File: config.mk
export PLATFORM = sky130hd
export DESIGN_NAME = amm_accum
export DESIGN_NICKNAME = d
export VERILOG_FILES = /design/src/rtl/core/amm_pkg.sv /design/src/rtl/core/amm_accum.sv
export SDC_FILE = /design/constraint.sdc
export NUM_CORES = 2
export LEC_CHECK = 0
export CAP_MARGIN = 15
export CORE_ASPECT_RATIO = 0.6
export CORE_MARGIN = 1.5
export CORE_UTILIZATION = 25
export CTS_CLUSTER_SIZE = 14
export DETAILED_ROUTE_END_ITERATION = 8
export DONT_BUFFER_PORTS = 1
export SKIP_LAST_GASP = 1
export SYNTH_ARGS = -nofsm -noshare
export SYNTH_HDL_FRONTEND = slang
export SYNTH_SLANG_ARGS = --single-unit
File: constraint.sdc
create_clock -name clk -period 12.4 [get_ports clk]
set_input_delay 1.24 -clock clk [delete_from_list [all_inputs] [get_ports clk]]
set_output_delay 1.24 -clock clk [all_outputs]
set_load 0.01 [all_outputs]
File: src/rtl/core/amm_pkg.sv
// ----------------------------------------------------------------------------
// amm_pkg
// Shared types, constants and arithmetic helpers of the affine metric matrix.
// ----------------------------------------------------------------------------
package amm_pkg;

  localparam int MAX_DIM            = 4;
  localparam int ROW_COLS           = 2 * MAX_DIM;
  localparam int COORD_W            = 16;
  localparam int SUM_W              = 48;
  localparam int WORD_W             = 64;
  localparam int ACC_DEPTH          = MAX_DIM + MAX_DIM * (MAX_DIM + 1) / 2;
  localparam int ACC_AW             = $clog2(ACC_DEPTH);
  localparam int DEFAULT_MAX_POINTS = 1024;

  localparam logic [1:0] STATUS_OK       = 2'd0;
  localparam logic [1:0] STATUS_SINGULAR = 2'd1;
  localparam logic [1:0] STATUS_EMPTY    = 2'd2;

  localparam logic [1:0] CFG_DIMS   = 2'd0;
  localparam logic [1:0] CFG_THRESH = 2'd1;

  localparam logic [2:0]  DIMS_RESET   = 3'd3;
  localparam logic [15:0] THRESH_RESET = 16'd1;

  localparam logic signed [WORD_W-1:0] ONE_Q32   = 64'sh0000_0001_0000_0000;
  localparam logic signed [WORD_W-1:0] WORD_MAX  = 64'sh7FFF_FFFF_FFFF_FFFF;
  localparam logic signed [WORD_W-1:0] SUM_MAX64 = 64'sh0000_7FFF_FFFF_FFFF;
  localparam logic signed [WORD_W-1:0] SUM_MIN64 = 64'shFFFF_8000_0000_0000;

  typedef struct packed {
    logic signed [COORD_W-1:0] coord_x;
    logic signed [COORD_W-1:0] coord_y;
    logic signed [COORD_W-1:0] coord_z;
    logic signed [COORD_W-1:0] coord_w;
    logic                      final_point;
  } point_t;

  typedef struct packed {
    logic [1:0]              row_index;
    logic [1:0]              col_index;
    logic signed [SUM_W-1:0] element_value;
    logic [1:0]              status_code;
    logic                    last_element;
  } result_t;

  // request to the shared multiply-divide unit: round(a*b/c)
  typedef struct packed {
    logic                     start;
    logic signed [WORD_W-1:0] a;
    logic signed [WORD_W-1:0] b;
    logic signed [WORD_W-1:0] c;
  } md_req_t;

  typedef struct packed {
    logic        go;
    logic [1:0]  dims_last;
    logic [15:0] thr;
  } sol_cmd_t;

  function automatic logic [WORD_W-1:0] magnitude(input logic signed [WORD_W-1:0] v);
    magnitude = v[WORD_W-1] ? (~v + 64'd1) : v;
  endfunction

  function automatic logic signed [SUM_W-1:0] clamp48(input logic signed [WORD_W-1:0] v);
    if (v > SUM_MAX64)      clamp48 = SUM_MAX64[SUM_W-1:0];
    else if (v < SUM_MIN64) clamp48 = SUM_MIN64[SUM_W-1:0];
    else                    clamp48 = v[SUM_W-1:0];
  endfunction

  // coordinate pair {i, j} behind a cross-product slot
  function automatic logic [3:0] pair_coords(input logic [ACC_AW-1:0] slot);
    case (slot)
      4'd4:    pair_coords = {2'd0, 2'd0};
      4'd5:    pair_coords = {2'd0, 2'd1};
      4'd6:    pair_coords = {2'd0, 2'd2};
      4'd7:    pair_coords = {2'd0, 2'd3};
      4'd8:    pair_coords = {2'd1, 2'd1};
      4'd9:    pair_coords = {2'd1, 2'd2};
      4'd10:   pair_coords = {2'd1, 2'd3};
      4'd11:   pair_coords = {2'd2, 2'd2};
      4'd12:   pair_coords = {2'd2, 2'd3};
      4'd13:   pair_coords = {2'd3, 2'd3};
      default: pair_coords = 4'd0;
    endcase
  endfunction

  // cross-product slot of (i, j); the sums are symmetric
  function automatic logic [ACC_AW-1:0] pair_addr(input logic [1:0] i, input logic [1:0] j);
    logic [1:0] lo;
    logic [1:0] hi;
    lo = (i < j) ? i : j;
    hi = (i < j) ? j : i;
    case ({lo, hi})
      4'b00_00: pair_addr = 4'd4;
      4'b00_01: pair_addr = 4'd5;
      4'b00_10: pair_addr = 4'd6;
      4'b00_11: pair_addr = 4'd7;
      4'b01_01: pair_addr = 4'd8;
      4'b01_10: pair_addr = 4'd9;
      4'b01_11: pair_addr = 4'd10;
      4'b10_10: pair_addr = 4'd11;
      4'b10_11: pair_addr = 4'd12;
      4'b11_11: pair_addr = 4'd13;
      default:  pair_addr = 4'd4;
    endcase
  endfunction

endpackage

File: src/rtl/core/amm_accum.sv
// ----------------------------------------------------------------------------
// amm_accum
// Coordinate and cross-product sums held in one small memory, updated by a
// read-modify-write sweep of one entry per cycle for each point.
// ----------------------------------------------------------------------------
module amm_accum #(
  parameter int MAX_POINTS = amm_pkg::DEFAULT_MAX_POINTS,
  parameter int CNT_W      = $clog2(MAX_POINTS + 1)
) (
  input  logic                             clk,
  input  logic                             rst,
  input  logic                             take,
  input  amm_pkg::point_t                  point,
  input  logic                             clear,
  output logic                             busy,
  output logic [CNT_W-1:0]                 count,
  input  logic [amm_pkg::ACC_AW-1:0]       rd_addr,
  output logic signed [amm_pkg::SUM_W-1:0] rd_data
);

  logic signed [amm_pkg::SUM_W-1:0]   acc_mem [amm_pkg::ACC_DEPTH];
  logic [amm_pkg::ACC_DEPTH-1:0]      valid;
  logic signed [amm_pkg::COORD_W-1:0] crd [amm_pkg::MAX_DIM];

  logic                               running;
  logic [amm_pkg::ACC_AW-1:0]         slot;
  logic                               wr_en;
  logic [amm_pkg::ACC_AW-1:0]         wr_addr;
  logic signed [amm_pkg::SUM_W-1:0]   addend;
  logic signed [amm_pkg::SUM_W-1:0]   addend_next;

  logic [amm_pkg::ACC_AW-1:0]         raddr;
  logic signed [amm_pkg::SUM_W-1:0]   rd_q;
  logic                               rd_vld;
  logic [3:0]                         pc;
  logic signed [2*amm_pkg::COORD_W-1:0] prod;
  logic signed [amm_pkg::WORD_W-1:0]  sum64;

  assign busy    = running | wr_en;
  assign raddr   = running ? slot : rd_addr;
  assign rd_data = rd_vld ? rd_q : '0;

  always_comb begin
    pc   = amm_pkg::pair_coords(slot);
    prod = crd[pc[3:2]] * crd[pc[1:0]];
    if (slot < amm_pkg::ACC_AW'(amm_pkg::MAX_DIM)) begin
      addend_next = amm_pkg::SUM_W'(crd[slot[1:0]]);
    end else begin
      addend_next = amm_pkg::SUM_W'(prod);
    end
    sum64 = amm_pkg::WORD_W'(rd_data) + amm_pkg::WORD_W'(addend);
  end

  always_ff @(posedge clk) begin
    rd_q   <= acc_mem[raddr];
    rd_vld <= valid[raddr];
    addend <= addend_next;
    if (wr_en) begin
      acc_mem[wr_addr] <= amm_pkg::clamp48(sum64);
    end
    if (take && count < CNT_W'(MAX_POINTS)) begin
      crd[0] <= point.coord_x;
      crd[1] <= point.coord_y;
      crd[2] <= point.coord_z;
      crd[3] <= point.coord_w;
    end
    wr_addr <= slot;
  end

  always_ff @(posedge clk) begin
    if (rst) begin
      running <= 1'b0;
      wr_en   <= 1'b0;
      slot    <= '0;
      count   <= '0;
      valid   <= '0;
    end else begin
      wr_en <= running;
      if (wr_en) begin
        valid[wr_addr] <= 1'b1;
      end
      if (take && count < CNT_W'(MAX_POINTS)) begin
        running <= 1'b1;
        slot    <= '0;
        count   <= count + 1'b1;
      end else if (running) begin
        if (slot == amm_pkg::ACC_AW'(amm_pkg::ACC_DEPTH - 1)) begin
          running <= 1'b0;
        end
        slot <= slot + 1'b1;
      end
      if (clear) begin
        valid <= '0;
        count <= '0;
      end
    end
  end

endmodule

==> flow_summary.ini <==
[run_status]
status = finished, final reports clean

[cts]
cts_buffers = 84
cts_resized = 0
cts_tree = built
clk_pin_slew_worst_paths_ns = 0.06
cts_sinks = 858
cts_hold_buffers = 0
root_buffer = clkbuf_16
insertion_delay_ns = 0.68
htree_levels = 3
clockBufferDepth = 3
post_cts_buffers = 0

[cells_and_area]
ff_latch_area_um2 = 24500
nets = 3594
multi_input_area_um2 = 19200
num-fill-cells = 17984
drive_gt1_frac = 0.166
syn2layout_area_growth_pct = 12.7

[grt]
grt_max_degree = 144
grt_first_pass_wirelength_mm = 177
first_global_vias = 25880
antenna_found_initial = 2
grt_usage = 0.129
overflow = 0

[setup_path]
crit_fanout = 32
critPathRequiredTime_ns = 12.94
crit_path_start_kind = flip-flop
cp.arrival_ns = 9.48
max_stage_delay_ns = 0.94
worst_path_max_delay_cell = dfxtp_2
crit_path_frequent_cell = inv_1
crit_type = flip-flop to flip-flop
critPathCaptureType = flip-flop
path_cells = mux2_2 > o21ai_1 > inv_1 > nand2_1 > fa_1 > inv_1 > ha_1 > inv_1 > fa_1 > inv_1 > ha_1 > fa_1 > inv_1 > fa_1 > inv_1 > ha_1 > a2111oi_0 > o21ai_0 > a31oi_1 > a32oi_1 > a31oi_4 > o211ai_1 > a2111oi_0 > nor4_1
critical_path.top_delay_family = compound AO/OA/AOI/OAI gates
critPathBufInv = 6

[sta]
setup_ws_ns = 3.45
fmax_mhz = 112
final-max-slew-violation-count = 0
relSlewSlack = 0.245
finalCritPeriodShare = 0.721
setup_tns_ns = 0
hold_viol = 0
setup_viol = 0
min_period_ns = 8.95
holdWs_ns = 0.466
tightest_slew_ns = 1.12
finClkSkew_ns = 0.0269
rsz0062_at_grt = false

[drt]
drtIter0Drc = 2269
first_pass_iters = 5
wl_per_cell_um = 21.3
via_per_inst = 4.67
wl_mm = 119
drc = 0
dr_total_vias = 26015
ant_nets = 0

[yosys]
synth.avg_cell_area_um2 = 14.6
synth_flop_cell = edfxtp_1
ys_types = 80
ys_async_sr_fraction = 0
ys_ff_latch = 858
synth_area_leader_cell = edfxtp_1
seq_area_frac_synth = 0.541
synthTopCellsByArea = edfxtp_1 (49%), fa_1 (12%), mux4_2 (11%)
synth_edf_count = 736
syn_area_um2 = 45400
postSynthCellCount = 3117
synth_fp_nets = 3586
yosysWarnings = 0
synth_top_area_frac = 0.487

[place]
dp_hpwl_mm = 80.6
place_ws_ns = 3.76
portBuffers = 0
gp_congestion = 0.932

[floorplanning]
design.portCount = 133
initial_core_util = 0.253
core-area_um2 = 179000
row_count = 120
die_w_um = 553
die_h_um = 333
dieArea_um2 = 184000

[run]
maxCapViolations = 0

[hold_path]
min_path_type = flip-flop to flip-flop
[worst register-to-register path: stages (launching register included)]
cell and delay, ns:
dfxtp_2 0.94, mux2_2 0.43, o21ai_1 0.73, inv_1 0.45, nand2_1 0.20, fa_1 0.41
inv_1 0.07, ha_1 0.14, inv_1 0.05, fa_1 0.53, inv_1 0.04, ha_1 0.32
fa_1 0.58, inv_1 0.07, fa_1 0.54, inv_1 0.04, ha_1 0.33, a2111oi_0 0.40
o21ai_0 0.46, a31oi_1 0.58, a32oi_1 0.36, a31oi_4 0.38, o211ai_1 0.22, a2111oi_0 0.44
nor4_1 0.10
[Yosys cell counts (all sizes together) (38+ instances only)]
cell type / instances
nand2: 213
o21ai: 85
mux4: 217
fa: 263
edfxtp: 736
clkbuf: 106
ha: 133
a21oi: 126
a21o: 38
inv: 323
and2: 86
nor2: 202
mux2: 73
dfxtp: 122
xor2: 40
xnor2: 47
[cell families (layout without fill, tap and decap cells)]
kind of cell,count (synthesis),in the layout,share of synthesized area
AOI/OAI and AO/OA,369,369,0.0527
xor gates and xnor gates,87,87,0.0168
adders and majority gates,399,399,0.154
buffers and inverters,461,540,0.0399
DFF,858,858,0.541
muxes,325,325,0.134
other,0,1,0
and+or+nand+nor,618,618,0.0623
[cell type report]
class	count	share of cell area
diodes	1	0.0000489
clock buffers	122	0.0469
clock inverters	35	0.00697
inverters	323	0.0237
multi-input cells	1798	0.375
flip-flops and latches	858	0.480
well taps	2379	0.0582
repair buffers	60	0.00932
[routing by layer]
layer,share of wire,track usage
met1,0.47,0.194
met3,0.098,0.0393
met5,0.00023,0
met2,0.42,0.180
met4,0.018,0.0272
[flip-flops by register name, summed over array words and instances, names as in the netlist, named ones only]
name / cells
count: 11
rd_q: 48
wr_addr: 4
addend: 32
acc_mem: 672
rd_vld: 1
valid: 14
running: 1
wr_en: 1
crd: 64
slot: 4
pc: 4
[placed cells by master, fill, tap and decap left out, types with 47 or more instances in the layout]
master | Yosys | layout
o21ai_0 | 55 | 54
ha_1 | 133 | 133
nor2_1 | 201 | 190
clkbuf_16 | 0 | 86
and2_1 | 84 | 84
xnor2_1 | 47 | 47
inv_1 | 323 | 323
mux4_2 | 217 | 217
edfxtp_1 | 736 | 736
buf_4 | 1 | 54
dfxtp_1 | 122 | 120
nand2_1 | 213 | 213
mux2_2 | 72 | 72
a21oi_1 | 124 | 124
fa_1 | 263 | 263
[metrics by stage]
step                      instance area, µm²  std cells   util
final                                  51100       5576  0.285
after global routing                   51100       5575  0.285
after CTS                              51100       5567  0.285
after detailed placement               48300       5410  0.269
after global placement                 48300       5408  0.269
after floorplan                        45400       3117      -
[worst paths after layout]
kind                        startpoint                  to  slack, ns  cells past startpoint
setup / recovery      pc[3]$_SDFF_PN0_  addend[46]$_DFF_P_       3.45                     24
hold / removal    slot[1]$_SDFFE_PP0P_  wr_addr[1]$_DFF_P_       0.47                      0
setup reg to reg      pc[3]$_SDFF_PN0_  addend[46]$_DFF_P_       3.45                     24
hold reg to reg   slot[1]$_SDFFE_PP0P_  wr_addr[1]$_DFF_P_       0.47                      0
Power is not shown: default switching activity piles up to over one toggle a cycle in this logic, so the estimate is an artifact.
